===== config.mk =====
export PLATFORM = sky130hd
export DESIGN_NAME = psu_ram
export DESIGN_NICKNAME = d
export VERILOG_FILES = /design/src/design/psu_ram.sv
export SDC_FILE = /design/constraint.sdc
export NUM_CORES = 2
export LEC_CHECK = 0
export BUFFER_PORTS_ARGS = -buffer_cell sky130_fd_sc_hd__buf_4
export CAP_MARGIN = 20
export CELL_PAD_IN_SITES_DETAIL_PLACEMENT = 0
export CELL_PAD_IN_SITES_GLOBAL_PLACEMENT = 2
export CORE_ASPECT_RATIO = 2
export CORE_MARGIN = 4
export CORE_UTILIZATION = 47
export DETAILED_ROUTE_END_ITERATION = 6
export PLACE_DENSITY = 0.82
export SETUP_SLACK_MARGIN = 0.5
export SLEW_MARGIN = 20
export SYNTH_ARGS = -nofsm -noshare
export SYNTH_HDL_FRONTEND = slang
export SYNTH_SLANG_ARGS = --single-unit

===== constraint.sdc =====
create_clock -name i_clk -period 5.5 [get_ports i_clk]
set_input_delay 0.275 -clock i_clk [delete_from_list [all_inputs] [get_ports i_clk]]
set_output_delay 0.275 -clock i_clk [all_outputs]
set_load 0.03 [all_outputs]

===== src/design/psu_ram.sv =====
// Generic single-write, single-read RAM with registered read data.
`default_nettype none

module psu_ram #(
    parameter int WIDTH = 8,
    parameter int DEPTH = 256
) (
    input  wire logic                     i_clk,
    input  wire logic                     i_wr_en,
    input  wire logic [$clog2(DEPTH)-1:0] i_wr_addr,
    input  wire logic [WIDTH-1:0]         i_wr_data,
    input  wire logic                     i_rd_en,
    input  wire logic [$clog2(DEPTH)-1:0] i_rd_addr,
    output logic      [WIDTH-1:0]         o_rd_data
);

    logic [WIDTH-1:0] r_mem [DEPTH];
    logic [WIDTH-1:0] r_rd_data;

    // Write port
    always_ff @(posedge i_clk) begin
        if (i_wr_en) begin
            r_mem[i_wr_addr] <= i_wr_data;
        end
    end

    // Read port, holds its data while not enabled
    always_ff @(posedge i_clk) begin
        if (i_rd_en) begin
            r_rd_data <= r_mem[i_rd_addr];
        end
    end

    assign o_rd_data = r_rd_data;

endmodule

`default_nettype wire


# Word level (Yosys, flattened, before mapping)
# Memory sizes are Yosys's and may differ from the RTL's. A register that Yosys moved wholly into a read port is not among the register bits.
# Cells that the tools add are included.
[word_totals]
register_bits = 0
mem_bits_rw = 2048
input_bits = 27
output_inout_bits = 8
word_cells = 3
memories = 1
[memory_table]
columns = ["name", "depth", "word_bits", "read_ports", "rd_ports_with_merged_regs", "wr", "line_no", "text"]
rows = [
  ["r_mem", 256, 8, 1, 1, 1, "17", "logic [WIDTH-1:0] r_mem [DEPTH];"],
]
[op_classes]
muxes = 2
[op_table]
columns = ["cell", "count"]
rows = [
  ["$mux W1", 2],
]

# Depth between registers and ports, before layout
[depth]
word_depth = 2
mapped_depth = 11
mapped_depth_nobuf = 6

# Worst setup path after synthesis
# No wires, ideal clock.
[synth_timing]
path_type = "input port to flip-flop"
start = "in i_rd_addr[0]"
end = "reg r_rd_data[2] (netlist: o_rd_data[2]), read port of r_mem, data pin"
setup_ns = 0.269
t_arrival_ns = 2.082
t_required_ns = 5.231
setup_slack_ns = 3.149
path_stages = 9
path_buffers = 4
cell_sequence = "buf_6 > buf_12 > buf_8 > buf_2 > mux4_2 > a22oi_1 > a21oi_1 > nor4_1 > nor4_2"
[synth_rtl]
columns = ["element", "line_no", "text"]
rows = [
  ["start: declaration", "13", "input wire logic [$clog2(DEPTH)-1:0] i_rd_addr,"],
  ["end: declaration", "18", "logic [WIDTH-1:0] r_rd_data;"],
]

==> metrics.txt <==
number of nets at the end of the flow=3,825; via count of the routed design=~38,000; final routed DRC violation total=0; first-iteration detailed-routing DRC count=4,218; number of different library cells in the post-synthesis netlist=54; critical path data arrival time=4040 ps; P per Cell Area=approximately 350 mW/mm2; Mean Syn Cell Area=between 20 and 25 um2; transition at the pin with the smallest max-transition slack=about 1200 ps; async set-reset flop share out of synthesis=0%; CTS Root Cell=sky130_fd_sc_hd__clkbuf_16; number of setup violations in the final report=0; multi-input combinational cell area=~0.017 mm2; CP required=6030 ps; post-synth design cell area=between 0.07 and 0.08 mm2; peak supply drop=between 0.2 and 0.25 mV; kind of end point of the critical path=register; number of filler instances in the final layout=13,100; Max Clock Freq=0.285 GHz; count of synthesis-stage warnings from yosys=0; worst slack on hold paths=around 120 ps; std cell rows=213; critical path peak fanout=48; number of buffers created by CTS=172; relative slew slack=~20%; status=finished, final reports clean; ys flop type=sky130_fd_sc_hd__edfxtp_1; number of antenna violations at the first check in global routing=6; Synthesized Nets=3,760; Worst-Skew Late Latency=810 ps; total negative slack for setup checks=0 ps; worst slack at placement=1080 ps; drt pass-1 iters=6; per-cell routed wire length=about 33 um; final critical delay including setup and external delays=about 3500 ps; number of storage elements in the synthesis netlist=2,056; Post-Synthesis Cells=approximately 3,700; Register Area=roughly 0.06 mm2; Clock Path Buffers=4; path class of the lowest-slack min-delay path=primary input to register; die height=about 600 um; total congestion overflow after global routing=0; max-slew violation count=0; hold violation total from the final report=0; critical path class=primary input to register; Final ANT Viol Nets=0; final non-filler cell total=slightly above 6,000; HPWL reported at the end of detailed placement=~130 mm; global-route wire length before repair=about 290 mm; total wirelength of the detailed-routed design=a little over 200 mm; DR vias/cell=around 6.2; clock tree from TritonCTS=done; number of clock sinks=2,056; Boundary Pins=35; share of final-layout standard cells stronger than drive strength 1=21.5%; placeable core region=roughly 0.17 mm2; utilization of the core after routing=between 50 and 60%; maximum number of pins on one net before global-route repair=175; Worst Setup Slack, final=2000 ps; portion of the clock cycle consumed by the worst path in the final layout=a little under two thirds; post-synthesis to final-layout area growth=10.2%; number of buffer cells added on primary ports=34; fin area=0.0877 mm2; placed inst area=a little over 0.08 mm2; Setup crit start kind=primary input; Leakage Power=between 20 and 30 nW; dominant cell type by area after synthesis=sky130_fd_sc_hd__edfxtp_1; via count of the first global-routing pass=39,800; H-tree level count=4; GRT Resource Usage Total=a little under a quarter; Initial Util=47.3%; Design Power=slightly above 30 mW; share of synthesized area occupied by flip-flops and latches=between 70 and 80%; register clock-pin slew on the reported worst setup and hold paths=70 ps; Post-synth EDFFs=2,056; max capacitance violation total=0; area fraction of the dominant cell type after synthesis=77.5%; setup repair after global routing missed its margin=false; chip width=between 200 and 300 um; CTS-repair resized insts=0; Post-Route Skew=between 40 and 50 ps; Total Die Area=0.176 mm2; cell types occupying the most area after synthesis=sky130_fd_sc_hd__edfxtp_1, sky130_fd_sc_hd__mux4_2, sky130_fd_sc_hd__mux2i_1, sky130_fd_sc_hd__nor2_1, sky130_fd_sc_hd__a22oi_1; number of placed instances, taps included=5,880; global placement routability congestion=0.865
==> flip-flops by register name (all words and copies together) (netlist names) <==
name	flops
r_mem	2048
o_rd_data	8
==> metal layers <==
metal	wire length [um]	GRT usage [%]
met1	66600	25.6
met2	112000	42.6
met3	11400	2.80
met4	11900	11.7
met5	17	0
==> Yosys cell counts (all sizes together) (16+ instances only) <==
library cell  count
nand3            34
clkbuf          111
edfxtp         2056
mux4            456
a211oi           16
nand2            33
nor3             22
o221ai           47
nor4             27
a21oi            96
buf             122
o22ai            28
nor2            282
mux2i           134
nor2b            31
a22oi           133
==> power breakdown <==
part           internal [mW]  switching [mW]
combinational          0.521            1.04
sequential              17.3          0.0246
clock                   6.61            5.43
==> placed cells by master, fill, tap and decap left out, drive strengths merged, types with 2 or more instances in the layout <==
cell type     n
nor2b        31
o22ai        28
mux2i       134
a311oi        2
o221ai       47
a2111oi       5
and3b         2
a31oi         2
nor3         22
edfxtp     2056
nor2        282
and2          6
clkinvlp      3
nor4         27
bufinv       15
a22oi       133
clkbuf      216
clkinv       69
or2           4
inv           7
nand3b        2
nand3        34
o21ai        12
nand4        10
nand2        33
o211ai       10
buf         115
a21oi        96
o32ai         5
a221oi       14
diode         5
a211oi       16
o22a          5
mux4        456
nand2b        8
a22o          8
==> final cells by class <==
cell class / instances / area share [%]
sequential: 2056 / 70.4
clock inverter: 92 / 0.971
inverter: 2 / 0.00856
clock buffer: 208 / 5.18
antenna: 5 / 0.0143
timing repair buffer: 124 / 1.41
tap: 2257 / 3.22
multi-input combinational: 1442 / 18.8
==> path summary, 6_finish.rpt <==
path,from,slack [ps],cells after the start,endpoint
worst max register to register,r_mem[67][1],2420,5,o_rd_data[1]
worst min-delay path,i_wr_data[6],120,1,r_mem[38][6]
worst min register to register,r_mem[106][2],1190,6,o_rd_data[2]
worst max-delay path,i_rd_addr[0],2000,10,o_rd_data[0]
==> critical path: stages <==
cell and delay (ps):
sky130_fd_sc_hd__buf_8 450, sky130_fd_sc_hd__buf_12 310, sky130_fd_sc_hd__buf_12 360, sky130_fd_sc_hd__buf_12 290, sky130_fd_sc_hd__mux4_2 570, sky130_fd_sc_hd__a22oi_1 550
sky130_fd_sc_hd__a21oi_1 170, sky130_fd_sc_hd__nor4_1 650, sky130_fd_sc_hd__buf_4 220, sky130_fd_sc_hd__nor4_2 30
==> cells by family after synthesis <==
family	after synthesis	share of synthesized area [%]
flops	2056	77.5
mux	591	14.6
simple gates	466	2.63
compound gates	385	3.42
buf+inv	235	1.83
==> timing repair <==
action                    4_1_cts  5_1_grt
hold buffers                    1        0
hold endpoints to repair        8        0
buffers inserted                0        0
Note: power is estimated with default switching activity, not from simulation.
