[config.mk]
export PLATFORM = sky130hd
export DESIGN_NAME = psu_predict
export DESIGN_NICKNAME = d
export VERILOG_FILES = /design/src/design/psu_pkg.sv /design/src/design/psu_predict.sv
export SDC_FILE = /design/constraint.sdc
export NUM_CORES = 1
export LEC_CHECK = 0
export BUFFER_PORTS_ARGS = -buffer_cell sky130_fd_sc_hd__clkbuf_2
export CAP_MARGIN = 20
export CORE_MARGIN = 2
export CORE_UTILIZATION = 38
export DETAILED_ROUTE_END_ITERATION = 12
export GPL_TIMING_DRIVEN = 0
export SLEW_MARGIN = 10
export SYNTH_ARGS = -nofsm -noshare
export SYNTH_HDL_FRONTEND = slang
export SYNTH_SLANG_ARGS = --single-unit
[constraint.sdc]
create_clock -name vclk -period 23.9
set_input_delay 7.17 -clock vclk [all_inputs]
set_output_delay 7.17 -clock vclk [all_outputs]
set_load 0.005 [all_outputs]
[src/design/psu_pkg.sv]
// Shared types and constants for the PNG scanline unfilter block.
`default_nettype none

package psu_pkg;

    // Storage limits
    localparam int MAX_LINE_BYTES  = 8192;
    localparam int MAX_PIXEL_BYTES = 8;

    // Derived widths
    localparam int POS_W      = $clog2(MAX_LINE_BYTES);
    localparam int LINE_CNT_W = $clog2(MAX_LINE_BYTES + 1);
    localparam int PIX_IDX_W  = (MAX_PIXEL_BYTES > 1) ? $clog2(MAX_PIXEL_BYTES) : 1;

    // Configuration port
    localparam int CFG_LINE_W = 14;
    localparam int CFG_PIX_W  = 4;
    localparam int CFG_DATA_W = 14;
    localparam int CFG_IDX_W  = 1;

    localparam logic [CFG_IDX_W-1:0] REG_LINE_BYTES  = 1'b0;
    localparam logic [CFG_IDX_W-1:0] REG_PIXEL_BYTES = 1'b1;

    // Filter type codes
    localparam logic [7:0] FILT_NONE  = 8'd0;
    localparam logic [7:0] FILT_SUB   = 8'd1;
    localparam logic [7:0] FILT_UP    = 8'd2;
    localparam logic [7:0] FILT_AVG   = 8'd3;
    localparam logic [7:0] FILT_PAETH = 8'd4;

    // One byte of the filtered stream
    typedef struct packed {
        logic [7:0] data_byte;
        logic       image_start;
    } t_in_item;

    // One reconstructed byte
    typedef struct packed {
        logic [7:0] pixel_byte;
        logic       line_end;
        logic       bad_filter;
    } t_out_item;

endpackage

`default_nettype wire

[src/design/psu_predict.sv]
// Filter prediction and byte reconstruction (None, Sub, Up, Average, Paeth).
`default_nettype none

module psu_predict (
    input  wire logic [7:0] i_filter,
    input  wire logic [7:0] i_x,
    input  wire logic [7:0] i_a,
    input  wire logic [7:0] i_b,
    input  wire logic [7:0] i_c,
    output logic      [7:0] o_byte,
    output logic            o_bad
);

    logic signed [9:0] d_bc;
    logic signed [9:0] d_ac;
    logic signed [9:0] d_abc;
    logic [8:0]        da;
    logic [8:0]        db;
    logic [8:0]        dc;
    logic [7:0]        paeth;
    logic [8:0]        avg_sum;

    // Paeth distances: |p-a| = |b-c|, |p-b| = |a-c|, |p-c| = |a+b-2c|
    always_comb begin
        d_bc  = $signed({2'b00, i_b}) - $signed({2'b00, i_c});
        d_ac  = $signed({2'b00, i_a}) - $signed({2'b00, i_c});
        d_abc = d_ac + d_bc;
        da    = d_bc[9]  ? 9'(-d_bc)  : d_bc[8:0];
        db    = d_ac[9]  ? 9'(-d_ac)  : d_ac[8:0];
        dc    = d_abc[9] ? 9'(-d_abc) : d_abc[8:0];
        // ties go to left, then above
        priority if (da <= db && da <= dc) begin
            paeth = i_a;
        end else if (db <= dc) begin
            paeth = i_b;
        end else begin
            paeth = i_c;
        end
    end

    assign avg_sum = {1'b0, i_a} + {1'b0, i_b};

    // Reconstruction by filter type
    always_comb begin
        o_bad = 1'b0;
        unique case (i_filter)
            psu_pkg::FILT_NONE:  o_byte = i_x;
            psu_pkg::FILT_SUB:   o_byte = i_x + i_a;
            psu_pkg::FILT_UP:    o_byte = i_x + i_b;
            psu_pkg::FILT_AVG:   o_byte = i_x + avg_sum[8:1];
            psu_pkg::FILT_PAETH: o_byte = i_x + paeth;
            default: begin
                o_byte = 8'd0;
                o_bad  = 1'b1;
            end
        endcase
    end

endmodule

`default_nettype wire

==> Yosys cells after proc, flatten, opt, wreduce, memory -nomap -nowiden <==
Cells that the tools add are included.
Widths: inputs -> output; s select.
{ "word_totals": {"ff_bits": 0, "inputBits": 40, "output_inout_bits": 9} }
{ "classes": {"n_mux": 7, "magnitude_cmp": 3, "add_sub_neg": 11, "n_reduce_logical": 3, "n_eq_ne": 4} }
{ "op_table": {"columns": ["operator", "count"], "rows": [
  ["$pmux 8 s5", 1],
  ["$add 8x8->8", 4],
  ["$le 9x9->1", 3],
  ["$mux 9", 3],
  ["$neg 9->9", 3],
  ["$sub 8x8->9", 2],
  ["$eq 8x2->1 const B", 2],
  ["$mux 8", 2],
  ["$add 9x9->10", 1],
  ["$add 8x8->9", 1],
  ["$eq 8x1->1 const B", 1],
  ["$eq 8x3->1 const B", 1],
  ["$logic_not 8->1", 1],
  ["$reduce_or 5->1", 1],
  ["$logic_and 1x1->1", 1],
  ["$mux 1", 1]
]} }

==> Logic depth before layout (Yosys ltp) <==
Gate-level depths: netlist of the first run.
{ "logic_depth": {"depth_word": 9, "ltp_mapped": 45, "mapped_depth_nobuf": 43} }

==> Worst setup path before layout of the first run <==
Ideal clock, no wire load.
{ "synth_timing": {"path_kind": "input -> output", "startpoint": "input port i_b[0]", "endpoint": "output port o_byte[7]", "arrival_ns": 15.255, "required_time_ns": 16.730, "stages": 40, "setup_slack_ns": 1.475, "path_cell_list": "inv_1 -> ha_1 -> inv_1 -> fa_1 -> and3_1 -> o21a_1 -> o21ai_0 -> a21oi_1 -> or2_2 -> clkbuf_1 -> inv_1 -> ha_1 -> nor2b_1 -> nor2b_1 -> o31a_1 -> nand3b_1 -> and3_1 -> clkbuf_1 -> [4 not listed] -> and4b_1 -> a2111o_1 -> o211a_1 -> o31a_1 -> maj3_2 -> buf_2 -> a211oi_1 -> nor2_1 -> ha_1 -> a21oi_1 -> nand2_1 -> a21o_1 -> a21o_1 -> a21o_1 -> a21oi_1 -> or3b_1 -> a31o_1 -> o31a_1"} }
{ "synth_via": {"elab_chain_cells": 9, "elab_cells_between_ends": 17, "classes_between": "8 x add/sub; 3 x order compare; 5 x mux; 1 x reduce/logical"} }
{ "synth_rtl": {"columns": ["element", "line", "source"], "rows": [
  ["from (decl)", "psu_predict.sv:8", "input wire logic [7:0] i_b,"],
  ["$sub 8x8->9", "psu_predict.sv:25", "d_bc = $signed({2'b00, i_b}) - $signed({2'b00, i_c});"],
  ["$add 9x9->10", "psu_predict.sv:27", "d_abc = d_ac + d_bc;"],
  ["$neg 9->9", "psu_predict.sv:30", "dc = d_abc[9] ? 9'(-d_abc) : d_abc[8:0];"],
  ["$mux 9", "psu_predict.sv:30", null],
  ["$le 9x9->1 (on tied branches)", "psu_predict.sv:34, psu_predict.sv:32", null],
  ["$mux 8 or $logic_and 1x1->1 (tied branches)", "psu_predict.sv:34, psu_predict.sv:32", null],
  ["$mux 8", "psu_predict.sv:32", "priority if (da <= db && da <= dc) begin"],
  ["$add 8x8->8", "psu_predict.sv:51", "psu_pkg::FILT_PAETH: o_byte = i_x + paeth;"],
  ["$pmux 8 s5 *", "psu_predict.sv:46", "unique case (i_filter)"],
  ["to (decl)", "psu_predict.sv:10", "output logic [7:0] o_byte,"]
]} }
Every way passes the cells marked *; elsewhere a longest branch is shown, timed or not.

==> Final worst setup path of the first run <==
Same ends and word-level chain as after synthesis.

==> results_tabular.tex, run 1 <==
\begin{tabular}{lr}
\hline
Metric & Value \\
\hline
\multicolumn{2}{l}{\textbf{Final layout}} \\
Syn-to-layout area delta & 13.5\% \\
Number of antenna diodes & 0 \\
Most frequent cells in the layout & sky130\_fd\_sc\_hd\_\_ha\_1 (58), sky130\_fd\_sc\_hd\_\_clkbuf\_2 (51), sky130\_fd\_sc\_hd\_\_inv\_1 (43), sky130\_fd\_sc\_hd\_\_nor2\_1 (40), sky130\_fd\_sc\_hd\_\_nand2\_1 (35) \\
Total of clock buffers placed in the layout & 0 \\
Total number of sequential cells & 0 \\
Final Net Count & 664 \\
Sequential cell area & 0 sq um \\
Most frequent standard cell in the layout excluding fill and tap cells & sky130\_fd\_sc\_hd\_\_ha\_1 \\
Layout cell share with drive strength beyond 1 & 17.0\% \\
\multicolumn{2}{l}{\textbf{Floorplanning}} \\
Overall die area & 0.0105 sq mm \\
Chip Height & 102 microns \\
Std-Cell Core Area & 0.00933 sq mm \\
Effective utilization at floorplan & 39.5\% \\
IO Pins & 49 \\
Die X-Extent & 102 microns \\
Number of rows in the core area & 35 \\
\multicolumn{2}{l}{\textbf{Hold path}} \\
Hold-critical path depth & 4 \\
Min-Delay Startpoint & i\_x[6] \\
Capture endpoint of the worst hold path & o\_byte[6] \\
Class of the most critical hold timing path & input port to output pin \\
\multicolumn{2}{l}{\textbf{Critical path}} \\
Element type at the critical path start & input port \\
Crit path buf inv count & 9 \\
Critical path's most frequent cell & sky130\_fd\_sc\_hd\_\_ha\_1 \\
Crit path max fanout & 10 \\
Worst Setup End Kind & output pin \\
Category of the most critical setup path & input port to output pin \\
Required arrival time at the worst endpoint & 16,730 ps \\
Worst path arrival time & 16,170 ps \\
Crit-path max cell delay & 460 ps \\
Largest delay share family, worst path & compound AO/OA/AOI/OAI gates \\
Slowest library cell on the worst path & sky130\_fd\_sc\_hd\_\_a2111o\_1 \\
\multicolumn{2}{l}{\textbf{Power and ir drop}} \\
Power Total & 0.371 mW \\
Power density of the placed cells & 88.6 mW/mm\^{}2 \\
Maximum ir drop on the vdd rail & 0.0532 mV \\
Leak pwr & 1.93 nW \\
\multicolumn{2}{l}{\textbf{Drt}} \\
Routed wirelength normalized by instance count & 16.0 microns \\
Vias & 3,947 \\
Number of search-and-repair iterations in the first detailed-routing pass & 5 \\
Via density per instance & 5.74 \\
Number of design-rule violations left by the first detailed-router iteration & 258 \\
DRT antenna net count & 0 \\
Overall routed net length & 11,000 microns \\
Number of remaining DRC errors & 0 \\
\multicolumn{2}{l}{\textbf{STA}} \\
Ratio of final minimum period to clock period & 97.7\% \\
Unrepaired setup endpoints after global routing & false \\
Max Transition Viols Final & 0 \\
Count of final setup violators & 0 \\
Transition time of the tightest slew-check pin & 877 ps \\
Worst hold slack after final layout & 14,650 ps \\
Final Hold Violating Endpoints & 0 \\
Min Clock Period, post-route & 23,340 ps \\
Fmax & 42.8 MHz \\
Slew HR & 41.0\% \\
\multicolumn{2}{l}{\textbf{CTS}} \\
Hold Buf Count CTS & 0 \\
\multicolumn{2}{l}{\textbf{Yosys}} \\
Fraction of the yosys area taken by sequential cells & 0\% \\
Syn Nets & 610 \\
Cell variety after synth & 74 \\
Synth Warn \# & 0 \\
Mean cell area of the mapped netlist & 7.27 sq um \\
Syn Inst Count & 507 \\
Summed instance area of the synthesized netlist & 0.00368 sq mm \\
\multicolumn{2}{l}{\textbf{GRT}} \\
Met1 demand-to-capacity share in global routing & 29.6\% \\
Global route overflow & 0 \\
Global route hottest layer & met2 \\
Global-route wire length before repair & 17,900 microns \\
Met2 Usage GRT & 36.9\% \\
Number of antenna violations at the first check in global routing & 0 \\
Met3 usage in global routing & 0.410\% \\
Vias in the first global route & 3,745 \\
Largest net degree at the start of global routing & 11 \\
All-Layer GR Usage & 20.9\% \\
\multicolumn{2}{l}{\textbf{Run status}} \\
Outcome & finished, final reports clean \\
\multicolumn{2}{l}{\textbf{Run}} \\
Max-cap check violation count & 0 \\
\multicolumn{2}{l}{\textbf{Placed design}} \\
Detailed Place HPWL & 9220 microns \\
Port buffer count & 49 \\
RD Place Congestion & 0.885 \\
\hline
\end{tabular}
[stage by stage]
step / cell area [sq um] / std cells / setup TNS, ps / utilization [%] / setup WS (ps)
2_1_floorplan: 3680 / 507 / 0 / - / 1470
3_3_place_gp: 4090 / 685 / -12.6 / 43.9 / -12.6
3_5_place_dp: 4090 / 685 / -99.3 / 43.9 / -99.3
4_1_cts: 4090 / 685 / 0 / 43.9 / 36.1
5_1_grt: 4180 / 688 / 0 / 44.8 / 21.5
6_report: 4180 / 688 / 0 / 44.8 / 556
[layer usage]
layer | wire length (microns) | vias to the layer above | share of wire, %
met4 | 54 | 0 | 0.49
met1 | 5460 | 1863 | 50
met2 | 5100 | 80 | 46
met5 | 0 | - | 0
met3 | 364 | 4 | 3.3
li1 | - | 2000 | -
[power by group]
group / leakage, nW / switching [mW] / internal, mW / total (mW)
combinational: 1.93 / 0.215 / 0.156 / 0.371
sequential: 0 / 0 / 0 / 0
clock: 0 / 0 / 0 / 0
total: 1.93 / 0.215 / 0.156 / 0.371
[layout make-up]
type                       instances  area [sq um]
tap                              129           161
fill                             984          5150
timing repair buffer              51           260
buffer                             7          33.8
inverter                          43           161
multi-input combinational        458          3560
[Yosys cell counts (6+ instances only)]
cell	number	share of area, %
sky130_fd_sc_hd__xnor2_1	33	7.8
sky130_fd_sc_hd__a21o_1	17	3.5
sky130_fd_sc_hd__a21oi_1	34	4.6
sky130_fd_sc_hd__a211oi_1	7	1.4
sky130_fd_sc_hd__and2_1	7	1.2
sky130_fd_sc_hd__and3_1	10	1.7
sky130_fd_sc_hd__inv_1	43	4.4
sky130_fd_sc_hd__nor3_1	13	1.8
sky130_fd_sc_hd__xor2_1	12	2.9
sky130_fd_sc_hd__nor4_1	6	1.0
sky130_fd_sc_hd__ha_1	58	20
sky130_fd_sc_hd__nand2_1	35	3.6
sky130_fd_sc_hd__o21a_1	6	1.2
sky130_fd_sc_hd__nand4_1	7	1.2
sky130_fd_sc_hd__mux2i_1	10	2.7
sky130_fd_sc_hd__o21ai_0	28	3.8
sky130_fd_sc_hd__nand3_1	10	1.4
sky130_fd_sc_hd__nor2_1	42	4.3
sky130_fd_sc_hd__o22ai_1	6	1.0
sky130_fd_sc_hd__a31oi_1	7	1.2
sky130_fd_sc_hd__nor2b_1	10	1.7
[worst max path at each step]
stage                     startpoint         to  slack [ps]  cells after the start
after global placement        i_b[0]  o_byte[7]         -10                     41
after CTS                     i_b[0]  o_byte[7]          40                     41
after global routing          i_b[0]  o_byte[7]          20                     44
after detailed placement      i_b[0]  o_byte[7]        -100                     41
after floorplan               i_b[0]  o_byte[7]        1470                     40
final                         i_b[0]  o_byte[7]         560                     44
[logic make-up after synthesis]
| logic type | count (synthesis) | share of synthesized area, % |
|---|---|---|
| adder cells (fa/ha/maj) | 66 | 23.3 |
| AO/OA/AOI/OAI | 157 | 31.2 |
| buffers and inverters | 50 | 5.23 |
| AND/OR/NAND/NOR | 174 | 24.7 |
| multiplexers | 13 | 3.63 |
| XOR/XNOR | 47 | 11.9 |
[timing repair]
| item | CTS | global route |
|---|---|---|
| resized for setup | 1 | 17 |
| endpoints found under the setup margin | 1 | 4 |
| buffers inserted | 0 | 2 |
| pin swaps | 0 | 2 |
| cloned | 0 | 1 |
(Power assumes the default switching activity.)
==> run 2: changes to the inputs <==
BUFFER_PORTS_ARGS = not set   (was -buffer_cell sky130_fd_sc_hd__clkbuf_2)
CORE_UTILIZATION = 26   (was 38)
DONT_BUFFER_PORTS = 1   (was not set)
==> results_tabular.tex, run 2 (synthesis gave the netlist of run 1 again) <==
\begin{tabular}{lr}
\hline
Metric & Value \\
\hline
\multicolumn{2}{l}{\textbf{Drt}} \\
Number of remaining DRC errors & 0 (unchanged) \\
Via density per instance & 5.26 (was 5.74) \\
Number of search-and-repair iterations in the first detailed-routing pass & 4 (was 5) \\
DRT antenna net count & 0 (unchanged) \\
Overall routed net length & 9930 microns (was 11,000 microns) \\
Routed wirelength normalized by instance count & 14.5 microns (was 16.0 microns) \\
Number of design-rule violations left by the first detailed-router iteration & 182 (was 258) \\
Vias & 3,616 (was 3,947) \\
\multicolumn{2}{l}{\textbf{Final layout}} \\
Layout cell share with drive strength beyond 1 & 6.71\% (was 17.0\%) \\
Number of antenna diodes & 0 (unchanged) \\
Syn-to-layout area delta & 6.55\% (was 13.5\%) \\
Final Net Count & 612 (was 664) \\
Most frequent standard cell in the layout excluding fill and tap cells & sky130\_fd\_sc\_hd\_\_ha\_1 (unchanged) \\
Total of clock buffers placed in the layout & 0 (unchanged) \\
Sequential cell area & 0 sq um (unchanged) \\
Total number of sequential cells & 0 (unchanged) \\
Number of fill cells & 1,548 (was 984) \\
Count of non-filler cells in the finished layout & 687 (was 688) \\
Most frequent cells in the layout & sky130\_fd\_sc\_hd\_\_ha\_1 (58), sky130\_fd\_sc\_hd\_\_inv\_1 (43), sky130\_fd\_sc\_hd\_\_nor2\_1 (42), sky130\_fd\_sc\_hd\_\_nand2\_1 (35), sky130\_fd\_sc\_hd\_\_a21oi\_1 (34) (was sky130\_fd\_sc\_hd\_\_ha\_1 (58), sky130\_fd\_sc\_hd\_\_clkbuf\_2 (51), sky130\_fd\_sc\_hd\_\_inv\_1 (43), sky130\_fd\_sc\_hd\_\_nor2\_1 (40), sky130\_fd\_sc\_hd\_\_nand2\_1 (35)) \\
\multicolumn{2}{l}{\textbf{CTS}} \\
Hold Buf Count CTS & 0 (unchanged) \\
Total setup buffers inserted after CTS & 0 (unchanged) \\
CTS resizes & 0 (was 1) \\
\multicolumn{2}{l}{\textbf{Floorplanning}} \\
Chip Height & 123 microns (was 102 microns) \\
Number of rows in the core area & 43 (was 35) \\
Overall die area & 0.0151 sq mm (was 0.0105 sq mm) \\
IO Pins & 49 (unchanged) \\
Std-Cell Core Area & 0.0139 sq mm (was 0.00933 sq mm) \\
Die X-Extent & 123 microns (was 102 microns) \\
Effective utilization at floorplan & 26.5\% (was 39.5\%) \\
\multicolumn{2}{l}{\textbf{Critical path}} \\
Worst Setup End Kind & output pin (unchanged) \\
Crit path capture & o\_byte[7] (unchanged) \\
Source of the critical timing path & i\_b[0] (unchanged) \\
Element type at the critical path start & input port (unchanged) \\
Required arrival time at the worst endpoint & 16,730 ps (about the same) \\
Worst path arrival time & 15,970 ps (was 16,170 ps) \\
Crit path max fanout & 10 (unchanged) \\
Slowest library cell on the worst path & sky130\_fd\_sc\_hd\_\_fa\_1 (was sky130\_fd\_sc\_hd\_\_a2111o\_1) \\
Crit-path max cell delay & 400 ps (was 460 ps) \\
Category of the most critical setup path & input port to output pin (unchanged) \\
\multicolumn{2}{l}{\textbf{Placed design}} \\
Instance count after placement with tap cells included & 687 (was 685) \\
Placement Setup Slack & 360 ps (was -99.3 ps) \\
Detailed Place HPWL & 8700 microns (was 9220 microns) \\
RD Place Congestion & 0.826 (was 0.885) \\
Port buffer count & 0 (was 49) \\
\multicolumn{2}{l}{\textbf{STA}} \\
Fmax & 43.2 MHz (was 42.8 MHz) \\
Min Clock Period, post-route & 23,140 ps (was 23,340 ps) \\
Worst hold slack after final layout & 14,450 ps (was 14,650 ps) \\
Slew HR & 45.5\% (was 41.0\%) \\
Count of final setup violators & 0 (unchanged) \\
Unrepaired setup endpoints after global routing & false (unchanged) \\
Max Transition Viols Final & 0 (unchanged) \\
Smallest setup slack after layout & 763 ps (was 556 ps) \\
Ratio of final minimum period to clock period & 96.8\% (was 97.7\%) \\
Transition time of the tightest slew-check pin & 810 ps (was 877 ps) \\
Fin Setup TNS & 0 ps (unchanged) \\
Final Hold Violating Endpoints & 0 (unchanged) \\
\multicolumn{2}{l}{\textbf{GRT}} \\
Number of antenna violations at the first check in global routing & 0 (unchanged) \\
All-Layer GR Usage & 13.0\% (was 20.9\%) \\
Vias in the first global route & 3,330 (was 3,745) \\
Global-route wire length before repair & 16,200 microns (was 17,900 microns) \\
Largest net degree at the start of global routing & 11 (unchanged) \\
Global route overflow & 0 (unchanged) \\
\multicolumn{2}{l}{\textbf{Hold path}} \\
Class of the most critical hold timing path & input port to output pin (unchanged) \\
\multicolumn{2}{l}{\textbf{Run}} \\
Max-cap check violation count & 0 (unchanged) \\
\multicolumn{2}{l}{\textbf{Power and ir drop}} \\
Leak pwr & 1.71 nW (was 1.93 nW) \\
Maximum ir drop on the vdd rail & 0.0474 mV (was 0.0532 mV) \\
Power density of the placed cells & 86.6 mW/mm\^{}2 (was 88.6 mW/mm\^{}2) \\
\multicolumn{2}{l}{\textbf{Run status}} \\
Outcome & finished, final reports clean (unchanged) \\
\hline
\end{tabular}
run 2: cell count changes in the layout (fill, tap and decap cells not counted), sizes merged:
cell and change:
clkbuf -49, a31oi -1, buf -2
run 2: report_power, final:
group	total (mW)	switching, mW	internal [mW]
Combinational	0.340	0.195	0.145
Clock	0	0	0
Sequential	0	0	0
run 2: critical path, delay by kind of cell:
family	cells	cell delay, ps
buffers and inverters	6	820
and+or+nand+nor	17	3240
adders and majority gates	5	1360
xor gates and xnor gates	1	240
AOI/OAI and AO/OA	16	3150
run 2: final cells by class:
class | instances | area [sq um] | area share (%)
buffer | 7 | 32.5 | 0.829
tap | 180 | 225 | 5.74
multi-input combinational | 457 | 3510 | 89.3
inverter | 43 | 161 | 4.11
run 2: per-layer routing:
| metal | track usage, % | share of wire, % | vias to the layer above | wire length, microns |
|---|---|---|---|---|
| met5 | 0 | 0 | - | 0 |
| met4 | 1.35 | 1.1 | 0 | 114 |
| met3 | 1.01 | 4.2 | 8 | 421 |
| met2 | 22.8 | 46 | 57 | 4590 |
| met1 | 17.9 | 48 | 1660 | 4810 |
| li1 | - | - | 1891 | - |
run 2: how the worst min path moves through the flow:
| stage | from | to | slack, ps | cells past startpoint |
|---|---|---|---|---|
| 2_1_floorplan | i_x[1] | o_byte[1] | 14440 | 2 |
| 3_3_place_gp | i_x[1] | o_byte[1] | 14450 | 2 |
| 3_5_place_dp | i_x[1] | o_byte[1] | 14450 | 2 |
| 4_1_cts | i_x[1] | o_byte[1] | 14450 | 2 |
| 5_1_grt | i_x[6] | o_byte[6] | 14460 | 2 |
| 6_report | i_x[1] | o_byte[1] | 14450 | 2 |
run 2: stage by stage:
stage               cell area [sq um]  utilization (%)  total power, mW
CTS                              3910             28.2            0.332
detailed placement               3910             28.2            0.330
finish                           3930             28.3            0.340
floorplan                        3680                -            0.265
global placement                 3910             28.2            0.329
global route                     3930             28.3            0.377
